### src/rtl/core/dtbc_pkg.sv
package dtbc_pkg;

   localparam int CNT_W      = 17;
   localparam int START_W    = 31;
   localparam int CYL_W      = 31;
   localparam int ADDR_MAX_W = 47;

   typedef enum logic [1:0] {
      ST_OK      = 2'd0,
      ST_END     = 2'd1,
      ST_INVALID = 2'd2,
      ST_REFUSED = 2'd3
   } status_type;

   typedef enum logic [1:0] {
      CSR_SECTOR_SIZE    = 2'd0,
      CSR_SECTORS_PER_CYL = 2'd1,
      CSR_WHOLE_DISK_OFF = 2'd2
   } csr_index_type;

   typedef struct packed {
      logic [15:0] sector_size;
      logic [15:0] sectors_per_cylinder;
      logic [31:0] whole_disk_offset;
   } cfg_type;

   // One classified request on its way to the cylinder divider.
   typedef struct packed {
      logic                    proceed;
      status_type              status;
      logic [CNT_W-1:0]        adj;
      logic [CNT_W-1:0]        resid;
      logic [ADDR_MAX_W-1:0]   addr;
   } job_type;

endpackage

### src/rtl/core/dtbc_front.sv
module dtbc_front #(
   parameter int BLOCK_SHIFT  = 9,
   parameter int LABEL_SECTOR = 1,
   parameter int ADDR_BITS    = 32
) (
   input  logic                               clock,
   input  logic                               reset,
   input  dtbc_pkg::cfg_type                  cfg,
   input  logic                               in_valid,
   output logic                               in_stall,
   input  logic [dtbc_pkg::START_W-1:0]       start_block,
   input  logic [dtbc_pkg::CNT_W-1:0]         byte_count,
   input  logic                               is_read,
   input  logic                               label_write_enabled,
   input  logic [31:0]                        partition_offset,
   input  logic [31:0]                        partition_size,
   output logic                               out_valid,
   input  logic                               out_full,
   output dtbc_pkg::job_type                  out_job
);

   localparam int SC_W   = 16 - BLOCK_SHIFT;
   localparam int BLK_W  = 18 - BLOCK_SHIFT;
   localparam int PROD_W = 32 + SC_W;
   localparam int LBL_W  = 33 + SC_W;
   localparam int WW     = (34 + SC_W > ADDR_BITS + 1) ? 34 + SC_W : ADDR_BITS + 1;
   localparam int CNT_W_L = dtbc_pkg::CNT_W + 1;

   logic                en;
   logic [SC_W-1:0]     sc;
   logic [PROD_W-1:0]   psize_mul;
   logic [PROD_W-1:0]   poffs_mul;
   logic [LBL_W-1:0]    label_mul;
   logic [32:0]         label_base;
   logic [BLK_W-1:0]    blocks;
   logic [CNT_W_L-1:0]  count_round;

   logic                          a_v_ff, a_v_in;
   logic [dtbc_pkg::START_W-1:0]  a_start_ff;
   logic [dtbc_pkg::CNT_W-1:0]    a_count_ff;
   logic [BLK_W-1:0]              a_blocks_ff;
   logic                          a_rd_ff, a_wl_ff, a_scz_ff;
   logic [WW-1:0]                 a_psize_ff, a_poffs_ff, a_label_ff;

   logic                          b_v_ff, b_v_in;
   dtbc_pkg::job_type             b_job_ff, b_job_in;

   logic [WW-1:0] start_w, sum, blocks_eff, abs_start, abs_end, adj_w;
   logic          over, addr_ovf, lbl_hit;

   assign en       = !b_v_ff || !out_full;
   assign in_stall = !en;

   assign sc          = cfg.sector_size[15:BLOCK_SHIFT];
   assign psize_mul   = PROD_W'(partition_size) * PROD_W'(sc);
   assign poffs_mul   = PROD_W'(partition_offset) * PROD_W'(sc);
   assign label_base  = 33'(cfg.whole_disk_offset) + 33'(LABEL_SECTOR);
   assign label_mul   = LBL_W'(label_base) * LBL_W'(sc);
   assign count_round = CNT_W_L'(byte_count) + CNT_W_L'((1 << BLOCK_SHIFT) - 1);
   assign blocks      = BLK_W'(count_round >> BLOCK_SHIFT);

   assign a_v_in = in_valid;

   always_ff @(posedge clock) begin
      if (reset) begin
         a_v_ff <= 1'b0;
      end else if (en) begin
         a_v_ff <= a_v_in;
      end
   end

   always_ff @(posedge clock) begin
      if (en) begin
         a_start_ff  <= start_block;
         a_count_ff  <= byte_count;
         a_blocks_ff <= blocks;
         a_rd_ff     <= is_read;
         a_wl_ff     <= label_write_enabled;
         a_scz_ff    <= (sc == '0);
         a_psize_ff  <= WW'(psize_mul);
         a_poffs_ff  <= WW'(poffs_mul);
         a_label_ff  <= WW'(label_mul);
      end
   end

   assign start_w    = WW'(a_start_ff);
   assign sum        = start_w + WW'(a_blocks_ff);
   assign over       = sum > a_psize_ff;
   assign blocks_eff = over ? a_psize_ff - start_w : WW'(a_blocks_ff);
   assign abs_start  = start_w + a_poffs_ff;
   assign abs_end    = abs_start + blocks_eff;
   assign addr_ovf   = abs_end >= (WW'(1) << (ADDR_BITS - 1));
   assign lbl_hit    = (abs_start <= a_label_ff) &&
                       ((LABEL_SECTOR == 0) || (abs_end > a_label_ff)) &&
                       !a_rd_ff && !a_wl_ff;
   assign adj_w      = blocks_eff << BLOCK_SHIFT;

   always_comb begin
      b_job_in.proceed = 1'b0;
      b_job_in.status  = dtbc_pkg::ST_INVALID;
      b_job_in.adj     = '0;
      b_job_in.resid   = a_count_ff;
      b_job_in.addr    = dtbc_pkg::ADDR_MAX_W'(abs_start[ADDR_BITS-2:0]);
      if (a_scz_ff) begin
         b_job_in.status = dtbc_pkg::ST_INVALID;
      end else if (over && (start_w == a_psize_ff)) begin
         b_job_in.status = dtbc_pkg::ST_END;
         b_job_in.adj    = a_count_ff;
      end else if (over && (start_w > a_psize_ff)) begin
         b_job_in.status = dtbc_pkg::ST_INVALID;
      end else if (addr_ovf) begin
         b_job_in.status = dtbc_pkg::ST_INVALID;
      end else if (lbl_hit) begin
         b_job_in.status = dtbc_pkg::ST_REFUSED;
      end else begin
         b_job_in.proceed = 1'b1;
         b_job_in.status  = dtbc_pkg::ST_OK;
         b_job_in.adj     = over ? adj_w[dtbc_pkg::CNT_W-1:0] : a_count_ff;
         b_job_in.resid   = '0;
      end
   end

   assign b_v_in = a_v_ff;

   always_ff @(posedge clock) begin
      if (reset) begin
         b_v_ff <= 1'b0;
      end else if (en) begin
         b_v_ff <= b_v_in;
      end
   end

   always_ff @(posedge clock) begin
      if (en) begin
         b_job_ff <= b_job_in;
      end
   end

   assign out_valid = b_v_ff;
   assign out_job   = b_job_ff;

endmodule

### config.mk
export PLATFORM = sky130hd
export DESIGN_NAME = dtbc_front
export DESIGN_NICKNAME = d
export VERILOG_FILES = /design/src/rtl/core/dtbc_pkg.sv /design/src/rtl/core/dtbc_front.sv
export SDC_FILE = /design/constraint.sdc
export NUM_CORES = 2
export LEC_CHECK = 0
export ABC_CLOCK_PERIOD_IN_PS = 9700
export BUFFER_PORTS_ARGS = -buffer_cell sky130_fd_sc_hd__buf_2
export CAP_MARGIN = 20
export CORE_ASPECT_RATIO = 0.5
export CORE_MARGIN = 3
export CORE_UTILIZATION = 40
export DETAILED_ROUTE_END_ITERATION = 8
export PLACE_DENSITY = 0.54
export SETUP_SLACK_MARGIN = 0.1
export SLEW_MARGIN = 20
export SYNTH_ARGS = -nofsm -noshare
export SYNTH_HDL_FRONTEND = slang
export SYNTH_SLANG_ARGS = --single-unit
### constraint.sdc
create_clock -name clock -period 9.7 [get_ports clock]
set_input_delay 0.485 -clock clock [delete_from_list [all_inputs] [get_ports clock]]
set_output_delay 0.485 -clock clock [all_outputs]
set_load 0.02 [all_outputs]
==> results.sh <==
export IMPL_outcome="finished, final reports clean"
export IMPL_syn_inst=4064
export IMPL_synth_top_area_frac=0.245
export IMPL_cts_tree="done"
export IMPL_final_common_cell="nand2_1"
export IMPL_synth_flop_cell="edfxtp_1"
export IMPL_die_area_mm2=0.0970
export IMPL_vias=29800
export IMPL_max_stage_delay_ns=0.57
export IMPL_hold_violations=0
export IMPL_dp_hpwl_um=91000
export IMPL_fin_cells=5539
export IMPL_syn_cell_area_mm2=0.0372
export IMPL_hold_start="reset"
export IMPL_yosys_area_top_type="fa_1"
export IMPL_yosys_register_bits=248
export IMPL_cts_buffer_depth=3
export IMPL_boundaryPins=268
export IMPL_fin_tns_setup_ns=0
export IMPL_grt_start_max_net_pins=77
export IMPL_worstHoldPathType="input port to register"
export IMPL_slowest_stage="or4_4"
export IMPL_area_delta_synth_final_pct=10.2
export IMPL_grt_pass1_vias=30100
export IMPL_track_usage=0.225
export IMPL_gp_congestion=0.937
export IMPL_drc=0
export IMPL_holdPathEnd="a_v_ff"
export IMPL_drt_wl_total_um=110000
export IMPL_end_kind="register"
export IMPL_drt_iter0_markers=1900
export IMPL_async_reset_ff_frac=0
export IMPL_dp_cells=5480
export IMPL_gr_total_overflow=0
export IMPL_cts_buffers=27
export IMPL_final_cell_mix="nand2_1, inv_1, fa_1"
export IMPL_tightest_slew_ns=1.14
export IMPL_core_mm2=0.0914
export IMPL_period_share=0.931
export IMPL_finClkSkew_ns=0.0293
export IMPL_rr_worst_depth=49
export IMPL_synth_area_leaders="fa_1, edfxtp_1, ha_1"
export IMPL_cpMostUsedCell="o21bai_1"
export IMPL_die_h_um=222
export IMPL_final_util=0.449
export IMPL_maxCapViolations=0
export IMPL_rows=78
export IMPL_setup_viol=0
export IMPL_max_freq_ghz=0.111
export IMPL_synth_seq_area_share=0.199
export IMPL_die_w_um=438
export IMPL_ys_types=85
export IMPL_ant_nets=0
export IMPL_fin_nets=5311
export IMPL_drtPass1Iterations=6
export IMPL_p_leak_uw=0.0197
export IMPL_initial_core_util=0.407
export IMPL_grt_antenna_before_repair=8
export IMPL_start_kind="register"
export IMPL_cts_root_buf="clkbuf_16"
export IMPL_required_ns=10.06
export IMPL_vdd_drop_max_mv=0.158
export IMPL_via_per_inst=5.38
export IMPL_ff2ff_setup_slack_ns=0.67
export IMPL_fin_crit_ns=9.03
export IMPL_r2r_start="a_blocks_ff[0]"
export IMPL_holdPathStages=2
export IMPL_htree_num_levels=1
export IMPL_avgSynthCellArea_um2=9.16
export IMPL_reg2reg_to="out_job[74]"
export IMPL_drive_gt1_frac=0.0915
export IMPL_io_buffers=226
export IMPL_relSlewSlack=0.233
export IMPL_cts_sinks=248
export IMPL_wire_per_inst_um=19.8
export IMPL_clk_pin_slew_worst_paths_ns=0.07
export IMPL_power_density_mw_per_mm2=303
export IMPL_synth_edff_count=246
export IMPL_worstPathArrival_ns=9.39
export IMPL_grt_pass1_wl_um=172000
export IMPL_drv_slew=0
export IMPL_critPathKind="register to register"
export IMPL_yosysWarnings=0
export IMPL_insertion_delay_ns=0.60
export IMPL_path_max_fanout=15
export IMPL_rsz0062_at_grt="no"
==> layer usage <==
layer | GRT usage | part of all wire
met1 | 0.334 | 0.48
met2 | 0.348 | 0.44
met3 | 0.0375 | 0.070
met4 | 0.0377 | 0.016
met5 | 0 | 0.00012
==> flip-flops by register name (all words and copies together), names as in the netlist <==
| signal | flops |
|---|---|
| out_job | 68 |
| a_label_ff | 40 |
| a_poffs_ff | 39 |
| a_psize_ff | 39 |
| a_start_ff | 31 |
| a_count_ff | 17 |
| a_blocks_ff | 9 |
| a_rd_ff | 1 |
| a_scz_ff | 1 |
| a_v_ff | 1 |
| a_wl_ff | 1 |
| out_valid | 1 |
==> cell families after synthesis <==
family / synth area share
simple gates: 0.174
fa+ha+maj: 0.378
compound gates: 0.121
buf+inv: 0.0670
xor+xnor: 0.0597
flops: 0.199
mux: 0.000538
other cells: 0.000101
==> stage by stage <==
stage	area [um^2]	setup WS [ns]	power [uW]	hold WS [ns]
floorplan	37300	0.924	8540	0.426
global placement	39900	0.240	11000	0.435
detailed placement	39900	0.0790	11100	0.451
CTS	40900	0.0907	12400	0.0126
global route	41000	0.00396	13700	0.0284
finish	41000	0.668	12400	0.0532
==> power breakdown <==
group	switching (uW)	internal [uW]	total [uW]
clock	478	700	1180
combinational	5360	3670	9020
sequential	376	1860	2240
total	6210	6230	12400
==> worst max path at each step <==
stage | from | end
5_1_grt | a_blocks_ff[0] | out_job[74]
2_1_floorplan | a_start_ff[0] | out_job[74]
3_3_place_gp | a_blocks_ff[0] | out_job[54]
6_report | a_blocks_ff[0] | out_job[74]
4_1_cts | a_blocks_ff[0] | out_job[74]
3_5_place_dp | a_start_ff[1] | out_job[50]
==> critical path, delay by kind of cell (launching register included) <==
| kind | cells | cell delay (ns) |
|---|---|---|
| buffers and inverters | 4 | 0.57 |
| XOR/XNOR | 2 | 0.21 |
| adder cells (fa/ha/maj) | 6 | 1.79 |
| flip-flops | 1 | 0.43 |
| AO/OA/AOI/OAI | 22 | 3.21 |
| AND/OR/NAND/NOR | 15 | 2.60 |
==> synth_stat cells, drive strengths merged, types with 30 or more instances <==
library cell	n
a21o	97
a21oi	212
and2	192
and3	41
clkbuf	99
edfxtp	246
fa	456
ha	396
inv	518
nand2	681
nand3	62
nand4	52
nor2	173
nor2b	30
nor3	51
o21a	34
o21ai	118
o21bai	40
xnor2	189
xor2	65
==> layout make-up <==
cell class,count,area (um^2)
clock inverter,17,284
fill,8940,50400
clock buffer,31,691
multi-input combinational,3191,27500
sequential,248,7430
timing repair buffer,291,1630
antenna,3,7.51
inverter,518,1940
tap,1240,1550
==> timing repair <==
| action | CTS | global route |
|---|---|---|
| hold buffers | 0 | 0 |
| buffers inserted | 2 | 5 |
| pin swaps | 0 | 7 |
| endpoints found under the setup margin | 16 | 37 |
| cloned | 1 | 0 |
| resized for setup | 1 | 28 |
Note: power is estimated with default switching activity, not from simulation.
