===== config.mk =====
export PLATFORM = sky130hd
export DESIGN_NAME = dtbc_fifo
export DESIGN_NICKNAME = d
export VERILOG_FILES = /design/src/rtl/core/dtbc_pkg.sv /design/src/rtl/core/dtbc_fifo.sv
export SDC_FILE = /design/constraint.sdc
export NUM_CORES = 1
export LEC_CHECK = 0
export BUFFER_PORTS_ARGS = -buffer_cell sky130_fd_sc_hd__buf_4
export CORE_MARGIN = 5
export CORE_UTILIZATION = 40
export CTS_CLUSTER_SIZE = 20
export DETAILED_ROUTE_END_ITERATION = 6
export PLACE_DENSITY = 0.63
export SLEW_MARGIN = 20
export SYNTH_ARGS = -nofsm -noshare
export SYNTH_HDL_FRONTEND = slang
export SYNTH_SLANG_ARGS = --single-unit

===== constraint.sdc =====
create_clock -name clock -period 12.5 [get_ports clock]
set_input_delay 0.625 -clock clock [delete_from_list [all_inputs] [get_ports clock]]
set_output_delay 0.625 -clock clock [all_outputs]
set_load 0.1 [all_outputs]

===== src/rtl/core/dtbc_pkg.sv =====
package dtbc_pkg;

   localparam int CNT_W      = 17;
   localparam int START_W    = 31;
   localparam int CYL_W      = 31;
   localparam int ADDR_MAX_W = 47;

   typedef enum logic [1:0] {
      ST_OK      = 2'd0,
      ST_END     = 2'd1,
      ST_INVALID = 2'd2,
      ST_REFUSED = 2'd3
   } status_type;

   typedef enum logic [1:0] {
      CSR_SECTOR_SIZE    = 2'd0,
      CSR_SECTORS_PER_CYL = 2'd1,
      CSR_WHOLE_DISK_OFF = 2'd2
   } csr_index_type;

   typedef struct packed {
      logic [15:0] sector_size;
      logic [15:0] sectors_per_cylinder;
      logic [31:0] whole_disk_offset;
   } cfg_type;

   // One classified request on its way to the cylinder divider.
   typedef struct packed {
      logic                    proceed;
      status_type              status;
      logic [CNT_W-1:0]        adj;
      logic [CNT_W-1:0]        resid;
      logic [ADDR_MAX_W-1:0]   addr;
   } job_type;

endpackage


===== src/rtl/core/dtbc_fifo.sv =====
module dtbc_fifo (
   input  logic              clock,
   input  logic              reset,
   input  logic              push,
   input  dtbc_pkg::job_type push_job,
   input  logic              pop,
   output logic              full,
   output logic              not_empty,
   output dtbc_pkg::job_type head_job,
   output logic [1:0]        count
);

   dtbc_pkg::job_type mem [2];
   logic       wptr_ff, wptr_in;
   logic       rptr_ff, rptr_in;
   logic [1:0] count_ff, count_in;

   assign full      = (count_ff == 2'd2);
   assign not_empty = (count_ff != 2'd0);
   assign head_job  = mem[rptr_ff];
   assign count     = count_ff;

   assign wptr_in  = push ? !wptr_ff : wptr_ff;
   assign rptr_in  = pop ? !rptr_ff : rptr_ff;
   assign count_in = count_ff + 2'(push) - 2'(pop);

   always_ff @(posedge clock) begin
      if (reset) begin
         wptr_ff  <= 1'b0;
         rptr_ff  <= 1'b0;
         count_ff <= 2'd0;
      end else begin
         wptr_ff  <= wptr_in;
         rptr_ff  <= rptr_in;
         count_ff <= count_in;
      end
   end

   always_ff @(posedge clock) begin
      if (push) begin
         mem[wptr_ff] <= push_job;
      end
   end

endmodule


==> results of run 1 <==
==> cells by family after synthesis <==
family,Yosys count,synth area share [%]
xor gates and xnor gates,3,0.614
and+or+nand+nor,9,0.710
adders and majority gates,2,0.384
DFF,173,78.9
buffers and inverters,11,1.48
muxes,84,18.0
==> routing by layer <==
layer  track usage (%)  wire length, um
met1              15.0             4960
met4              5.43              193
met3              5.55             1250
met2              20.9             5860
met5                 0                0
==> worst paths after layout <==
kind / startpoint / to / slack, ns
max: flop / head_job[1] / 9.23
min: push_job[6] / mem[1][6] / 0.38
max reg2reg: wptr_ff / mem[1][7] / 10.50
min reg2reg: rptr_ff / rptr_ff / 0.51
==> worst max-delay path, cell delays in order, from the launching register on <==
cell and delay [ns]:
dfxtp_4 0.72, buf_4 0.82, mux2_2 0.42, buf_4 0.23
==> synthesized netlist by cell type <==
cell type	count
dfxtp_1	5
buf_2	2
buf_6	7
and2_1	1
nor2b_1	3
inv_1	2
or2_2	1
nor2_1	4
xnor2_1	2
xnor3_1	1
mux2_2	24
edfxtp_1	168
ha_1	2
mux2_4	60
==> power breakdown <==
part           switching, W  internal [W]
combinational      0.000305      0.000111
sequential        0.0000146      0.000677
clock              0.000214      0.000272
total              0.000533       0.00106
==> stage by stage <==
stage	hold slack (ns)	utilization (%)
CTS	0.361	54.3
global route	0.364	54.3
global placement	0.492	50.5
floorplan	0.480	-
detailed placement	0.498	50.9
finish	0.384	54.3
==> flip-flops by register name, indices dropped and copies added (netlist names), named ones only <==
signal	count
mem	168
count	2
rptr_ff	1
wptr_ff	1
==> cell type report <==
type	count	area [um^2]
timing repair buffer	180	1390
tap	216	270
clock buffer	17	425
sequential	173	5150
inverter	2	7.51
multi-input combinational	98	1290
fill	1300	7280
clock inverter	15	123
==> impl_metrics.env, run 1 <==
export IMPL_outcome="finished, final reports clean"
export IMPL_die_area_um2=19000
export IMPL_die_h_um=138
export IMPL_drive_gt1_share_pct=61.4
export IMPL_yosysSeqAreaShare_pct=78.9
export IMPL_holdPathStages=1
export IMPL_start_util_pct=40.9
export IMPL_drv_slew=0
export IMPL_worst_pin_slew_ns=0.911
export IMPL_tns_ns=0
export IMPL_io_pins=176
export IMPL_period_share_pct=26.2
export IMPL_vdd_ir_drop_max_mv=0.100
export IMPL_pre_cts_slack_ns=9.62
export IMPL_leakagePower_nw=3.37
export IMPL_drt_first_pass_iters=4
export IMPL_synth_area_leaders="edfxtp_1, mux2_4, mux2_2, dfxtp_1, buf_6"
export IMPL_cts_sinks=173
export IMPL_portBuffers=175
export IMPL_maxCapViolations=0
export IMPL_setup_viol_count_final=0
export IMPL_clk_latency_ns=0.42
export IMPL_fmax_mhz=306
export IMPL_place_congestion=0.666
export IMPL_post_route_min_period_ns=3.27
export IMPL_r2r_cells=2
export IMPL_synth_cell_type_count=14
export IMPL_fin_nets=562
export IMPL_relSlewSlack_pct=39.3
export IMPL_grt_overflow=0
export IMPL_hpwl_um=8350
export IMPL_postCtsHoldBufs=0
export IMPL_drc=0
export IMPL_synth_top_area_share_pct=77.3
export IMPL_layout_common_cells="buf_4, edfxtp_1, mux2_4"
export IMPL_clk_pin_slew_ns=0.06
export IMPL_core_area_um2=15900
export IMPL_ys_ff_latch=173
export IMPL_cts_setup_buffers=0
export IMPL_cts_buffers=17
export IMPL_antenna_found_initial=0
export IMPL_grt_max_degree=53
export IMPL_syn_avg_cell_area_um2=23.1
export IMPL_crit_required_ns=11.88
export IMPL_grt_pass1_vias=3535
export IMPL_grt_util_all_layers_pct=12.9
export IMPL_fp_row_count=46
export IMPL_clk_root_buffer_cell="clkbuf_16"
export IMPL_arrival_ns=2.65
export IMPL_cts_htree_levels=4
export IMPL_vias=3220
export IMPL_yosysTopAreaCell="edfxtp_1"
export IMPL_cts_path_max_buffers=2
export IMPL_p_per_area_nw_per_um2=184
export IMPL_hold_class="in2reg"
export IMPL_postLayoutSetupSlackWorst_ns=9.23
export IMPL_worstSetupPathType="reg2out"
export IMPL_crit_fanout=50
export IMPL_synth_area_um2=6520
export IMPL_avgRoutedWirePerCell_um=17.5
export IMPL_cts_resized=0
export IMPL_syn_inst=282
export IMPL_grt_pass1_wl_um=18300
export IMPL_start_kind="flop"
export IMPL_antennaDiodeCount=0
export IMPL_syn_num_nets=372
export IMPL_final_common_cell="buf_4"
export IMPL_postRouteAntennaNets=0
export IMPL_dp_cells=669
export IMPL_yosys_warnings=0
export IMPL_final_cell_area_um2=8660
export IMPL_cts_tree="yes"
export IMPL_endpoint_kind="output port"
export IMPL_syn2layout_area_growth_pct=32.7
export IMPL_die_width_um=138
export IMPL_total_power_w=0.00159
export IMPL_fin_skew_ns=0.00368
export IMPL_place_area_um2=8110
export IMPL_drt_initial_drc_count=145
export IMPL_final_cells=701
export IMPL_viasPerCell=4.59
export IMPL_finalHoldViolCount=0
export IMPL_grt_setup_unrepaired="no"
export IMPL_wl_um=12300
No activity file was read; power rests on OpenSTA's default activity.
==> run 2, diff against run 1 <==
--- a/config.mk
+++ b/config.mk
@@ -5,6 +5,7 @@
 export SDC_FILE = /design/constraint.sdc
 export NUM_CORES = 1
 export LEC_CHECK = 0
+export ABC_AREA = 1
 export BUFFER_PORTS_ARGS = -buffer_cell sky130_fd_sc_hd__buf_4
 export CORE_MARGIN = 5
 export CORE_UTILIZATION = 40
==> constraint.sdc (replaced) <==
create_clock -name clock -period 3.4 [get_ports clock]
set_input_delay 0.17 -clock clock [delete_from_list [all_inputs] [get_ports clock]]
set_output_delay 0.17 -clock clock [all_outputs]
set_load 0.1 [all_outputs]
==> run 2 against run 1 <==
Via count increased by 9.9%. Worst hold slack got worse by 0.36 ns. Setup slack got worse by 8.3 ns. Total power increased to 3.8 times the previous value. Wire length increased by 6.2%. Non-clock buffer count increased by 86. Synthesized cell count increased by 3.5%. Final cell count increased by 14%. Sequential power increased to 3.6 times the previous value. Critical endpoint is now head_job[4]. Largest cell class unchanged. Largest power group unchanged. Highest routed layer unchanged.
==> impl_metrics.env, run 2 <==
export IMPL_outcome="finished, final reports clean"
export IMPL_antennaDiodeCount=0
export IMPL_leakagePower_nw=3.78
export IMPL_ys_ff_latch=173
export IMPL_final_common_cell="buf_4"
export IMPL_fp_row_count=46
export IMPL_drv_slew=0
export IMPL_fin_util_pct=60.1
export IMPL_io_pins=176
export IMPL_maxCapViolations=0
export IMPL_vdd_ir_drop_max_mv=0.364
export IMPL_drt_first_pass_iters=4
export IMPL_cp_top_family="flip-flops"
export IMPL_final_cells=797
export IMPL_layout_common_cells="buf_4, edfxtp_1, dlygate4sd3_1"
export IMPL_fin_skew_ns=0.00592
export IMPL_drc=0
export IMPL_fin_nets=658
export IMPL_tns_ns=0
export IMPL_yosysSeqAreaShare_pct=78.8
export IMPL_place_congestion=0.679
export IMPL_synth_edf_count=168
export IMPL_crit_fanout=40
export IMPL_syn_num_nets=382
export IMPL_grt_overflow=0
export IMPL_yosysTopAreaCell="edfxtp_1"
export IMPL_postCtsHoldBufs=85
export IMPL_synth_cell_type_count=14
export IMPL_nFillCells=1166
export IMPL_total_power_w=0.00604
export IMPL_regToRegSetupSlack_ns=1.70
export IMPL_multiInputGateArea_um2=1270
export IMPL_die_area_um2=19000
export IMPL_largest_register="mem"
export IMPL_largest_reg_flops=168
export IMPL_fmax_mhz=410
export IMPL_slowest_delay_ns=0.81
export IMPL_cts_buffers=17
export IMPL_grt_max_degree=85
export IMPL_p_per_area_nw_per_um2=630
export IMPL_grt_use_met2_pct=23.5
export IMPL_viasPerCell=4.44
export IMPL_cts_sinks=173
export IMPL_pre_cts_slack_ns=1.37
export IMPL_relSlewSlack_pct=53.2
export IMPL_clk_latency_ns=0.41
export IMPL_drt_initial_drc_count=187
export IMPL_met3_usage_pct=5.33
export IMPL_cts_setup_buffers=0
export IMPL_worstSetupPathType="reg2out"
export IMPL_crit_buf_inv=2
export IMPL_setup_viol_count_final=0
export IMPL_worst_pin_slew_ns=0.702
export IMPL_crit_chain="buf_4 > mux2_2 > buf_4"
export IMPL_syn_avg_cell_area_um2=22.4
export IMPL_grt_pass1_vias=3871
export IMPL_synth_most_common_cell="edfxtp_1"
export IMPL_grt_util_all_layers_pct=13.9
export IMPL_vias=3539
export IMPL_period_share_pct=71.8
export IMPL_yosys_warnings=0
export IMPL_synth_top_area_share_pct=77.3
export IMPL_crit_required_ns=3.23
export IMPL_die_width_um=138
export IMPL_start_kind="flop"
export IMPL_cts_tree="yes"
export IMPL_syn_inst=292
export IMPL_hold_class="in2reg"
export IMPL_finalHoldViolCount=0
export IMPL_drive_gt1_share_pct=50.4
export IMPL_post_route_min_period_ns=2.44
export IMPL_avgRoutedWirePerCell_um=16.3
export IMPL_synthFlopType="edfxtp_1"
export IMPL_synth_area_um2=6530
export IMPL_endpoint_kind="output port"
export IMPL_grt_pass1_wl_um=19800
export IMPL_hpwl_um=8110
export IMPL_core_area_um2=15900
export IMPL_regArea_um2=5150
export IMPL_crit_path_frequent_cell="buf_4"
export IMPL_grt_use_met1_pct=16.5
export IMPL_clk_root_buffer_cell="clkbuf_16"
export IMPL_synthTopCellsByCount="edfxtp_1, mux2_4, mux2_2, inv_1"
export IMPL_arrival_ns=2.27
export IMPL_grt_setup_unrepaired="no"
export IMPL_synth_area_leaders="edfxtp_1, mux2_4, mux2_2, dfxtp_1, buf_6"
export IMPL_top_usage_layer="met2"
export IMPL_postRouteAntennaNets=0
export IMPL_syn2layout_area_growth_pct=46.8
export IMPL_postLayoutSetupSlackWorst_ns=0.960
export IMPL_die_h_um=138
export IMPL_portBuffers=175
export IMPL_synthArstFlopShare_pct=0
export IMPL_wl_um=13000
export IMPL_clk_pin_slew_ns=0.06
export IMPL_antenna_found_initial=0
export IMPL_dp_cells=680
export IMPL_cts_htree_levels=4
export IMPL_cts_path_max_buffers=2
export IMPL_start_util_pct=41.0
export IMPL_cts_resized=0
export IMPL_critPathSlowestCell="dfxtp_4"
run 2: cell types whose count changed in the layout (fill, tap and decap cells not counted), sizes merged, moves of 2 or more:
cell,before,now
bufinv,1,5
clkbuf,17,19
clkinv,8,6
clkinvlp,4,1
dlygate4sd3,0,85
inv,4,9
nand2,0,5
nor2,4,7
nor2b,3,0
run 2: path summary, 6_finish.rpt:
kind,start,end,cells past startpoint
worst max-delay path,flop,head_job[4],3
worst min-delay path,pop,rptr_ff,3
worst max register to register,wptr_ff,mem[1][35],3
worst min register to register,rptr_ff,rptr_ff,2
run 2: cell type report:
type	count	area share [%]
clock inverter	13	2.02
timing repair buffer	266	23.3
sequential	173	53.7
inverter	8	0.326
multi-input combinational	102	13.3
tap	216	2.82
clock buffer	19	4.52
run 2: worst register-to-register path: cells and delay by family, from the launching register on:
kind / cells / cell delay [ns]
simple gates: 1 / 0.09
buf+inv: 2 / 0.83
flops: 1 / 0.39
run 2: cells by family after synthesis:
family	after synthesis	share of synthesized area (%)
compound gates	1	0.0766
fa+ha+maj	2	0.383
simple gates	14	0.843
buf+inv	17	1.82
mux	84	17.9
xor+xnor	1	0.134
flops	173	78.8
run 2: routing by layer:
metal	vias up	part of all wire, %
met1	1710	40
met3	12	8.9
met5	-	0
met2	127	50
li1	1690	-
met4	0	0.96
run 2: power breakdown:
group          switching [W]  leakage (nW)  internal (W)  total, W
logic                0.00104          1.86      0.000434   0.00147
registers          0.0000534          1.62       0.00247   0.00252
clock network       0.000747         0.300       0.00130   0.00204
run 2: stage by stage:
stage	hold WS (ns)	instance area, um^2
global placement	0.355	8110
detailed placement	0.357	8110
global route	0.0372	9580
floorplan	0.241	6530
finish	0.0281	9580
CTS	0.00983	9580
==> run 3, diff against run 2 <==
--- a/config.mk
+++ b/config.mk
@@ -11,7 +11,7 @@
 export CORE_UTILIZATION = 40
 export CTS_CLUSTER_SIZE = 20
 export DETAILED_ROUTE_END_ITERATION = 6
-export PLACE_DENSITY = 0.63
+export PLACE_DENSITY = 0.65
 export SLEW_MARGIN = 20
 export SYNTH_ARGS = -nofsm -noshare
 export SYNTH_HDL_FRONTEND = slang
==> constraint.sdc (replaced) <==
create_clock -name clock -period 2 [get_ports clock]
set_input_delay 0.1 -clock clock [delete_from_list [all_inputs] [get_ports clock]]
set_output_delay 0.1 -clock clock [all_outputs]
set_load 0.1 [all_outputs]
==> run 3 against run 2 <==
Worst hold slack gained 0.37 ns. Global-route usage is essentially flat. Register-to-register slack lost 1.1 ns. Clock power grew 39%. Die area is the same. Wire length grew 0.68%. Clock skew is essentially flat. Clock-buffer cell count grew 4. Total power grew 60%. Critical path depth is the same. Setup slack lost 0.89 ns. Largest cell class unchanged. Highest routed layer unchanged.
==> impl_metrics.env, run 3 (synthesis results as in run 2) <==
export IMPL_start_kind="flop"
export IMPL_cts_sinks=173
export IMPL_cts_htree_levels=4
export IMPL_period_share_pct=96.7
export IMPL_largest_register="mem"
export IMPL_vias=3608
export IMPL_crit_fanout=41
export IMPL_grt_max_degree=45
export IMPL_avgRoutedWirePerCell_um=16.4
export IMPL_timing_hold_ws_ns=0.403
export IMPL_finalHoldViolCount=0
export IMPL_drv_slew=0
export IMPL_grt_pass1_wl_um=19800
export IMPL_hpwl_um=8330
export IMPL_start_util_pct=41.0
export IMPL_syn2layout_area_growth_pct=46.2
export IMPL_worst_pin_slew_ns=0.564
export IMPL_endpoint_kind="output port"
export IMPL_nFillCells=1164
export IMPL_fp_row_count=46
export IMPL_largest_reg_flops=168
export IMPL_cts_tree="yes"
export IMPL_grt_setup_unrepaired="no"
export IMPL_final_common_cell="buf_4"
export IMPL_drt_initial_drc_count=145
export IMPL_grt_overflow=0
export IMPL_p_int_w=0.00653
export IMPL_crit_required_ns=1.90
export IMPL_viasPerCell=4.51
export IMPL_wl_um=13100
export IMPL_fin_skew_ns=0.00615
export IMPL_setup_viol_count_final=0
export IMPL_critPathSlowestCell="dfxtp_4"
export IMPL_core_area_um2=15900
export IMPL_comb_power_share_pct=26.6
export IMPL_crit_buf_inv=2
export IMPL_drt_first_pass_iters=4
export IMPL_fin_nets=661
export IMPL_arrival_ns=1.83
export IMPL_portBuffers=175
export IMPL_relSlewSlack_pct=62.4
export IMPL_vdd_ir_drop_max_mv=0.574
export IMPL_worstSetupPathType="reg2out"
export IMPL_clk_latency_ns=0.42
export IMPL_grt_util_all_layers_pct=13.9
export IMPL_leakagePower_nw=3.74
export IMPL_drc=0
export IMPL_power_switching_share_pct=32.4
export IMPL_post_route_min_period_ns=1.93
export IMPL_clk_root_buffer_cell="clkbuf_16"
export IMPL_maxCapViolations=0
export IMPL_outcome="finished, final reports clean"
export IMPL_io_pins=176
export IMPL_p_per_area_nw_per_um2=1010
export IMPL_die_width_um=138
export IMPL_die_area_um2=19000
export IMPL_antenna_found_initial=0
export IMPL_hold_class="in2reg"
export IMPL_slowest_delay_ns=0.46
export IMPL_die_h_um=138
export IMPL_cts_path_max_buffers=2
export IMPL_grt_pass1_vias=4043
export IMPL_layout_common_cells="buf_4, edfxtp_1, dlygate4sd3_1"
export IMPL_clk_pin_slew_ns=0.06
export IMPL_drive_gt1_share_pct=51.0
export IMPL_total_power_w=0.00966
export IMPL_crit_chain="buf_16 > mux2_2 > buf_4"
export IMPL_cp_top_family="buffers and inverters"
export IMPL_switching_power_w=0.00313
export IMPL_sequentialPowerShare_pct=44.1
export IMPL_cts_buffers=17
export IMPL_postRouteAntennaNets=0
export IMPL_pwr_share_clk_pct=29.3
export IMPL_antennaDiodeCount=0
export IMPL_place_congestion=0.736
export IMPL_fmax_mhz=517
export IMPL_tns_ns=0
-- run 3: cell count changes in the layout (fill, tap and decap cells not counted), moves of 3 or more --
cell,previous run,this run
bufinv_16,5,0
clkinv_1,5,0
clkinvlp_4,1,4
clkinv_2,1,6
clkbuf_1,2,6
-- run 3: cell type report --
class / count / area [um^2] / share of cell area [%]
inverter: 8 / 33.8 / 0.354
tap: 216 / 270 / 2.83
clock inverter: 9 / 52.6 / 0.551
multi-input combinational: 102 / 1280 / 13.4
timing repair buffer: 269 / 2310 / 24.2
sequential: 173 / 5150 / 54.0
clock buffer: 23 / 448 / 4.69
-- run 3: final timing paths --
check / startpoint / endpoint / slack, ns / cells after the start
worst max register to register: wptr_ff / mem[1][25] / 0.63 / 3
worst min-delay path: push_job[3] / mem[0][3] / 0.40 / 2
worst max-delay path: flop / head_job[2] / 0.07 / 3
worst min register to register: rptr_ff / rptr_ff / 0.52 / 2
-- run 3: metrics by stage --
stage / utilization [%] / cells / worst slack [ns] / instance area [um^2]
after floorplan: - / 292 / -0.0189 / 6550
after global placement: 51.2 / 681 / 0.489 / 8170
after detailed placement: 51.2 / 681 / 0.479 / 8170
after CTS: 59.8 / 800 / 0.0254 / 9540
after global routing: 59.9 / 800 / 0.000795 / 9540
final: 59.9 / 800 / 0.0660 / 9540
-- run 3: power groups by stage --
stage	Sequential, W	Combinational, W	Clock (W)
final	0.00426	0.00257	0.00283
after global placement	0.00432	0.00242	0
after CTS	0.00426	0.00258	0.00290
after detailed placement	0.00434	0.00244	0
after floorplan	0.00436	0.00188	0
after global routing	0.00427	0.00265	0.00308
-- run 3: timing repair --
item | in CTS | in global routing
endpoints found under the setup margin | 0 | 2
gates resized for setup | 0 | 1
buffers inserted | 0 | 0
endpoints found under the hold margin | 173 | 0
hold buffers | 87 | 0
-- run 3: routing by layer --
layer / global-route usage, % / vias up / routed length (um)
met5: 0 / - / 0
met4: 6.09 / 0 / 259
met3: 3.80 / 19 / 872
met2: 24.4 / 133 / 6590
met1: 15.9 / 1761 / 5380
li1: - / 1695 / -
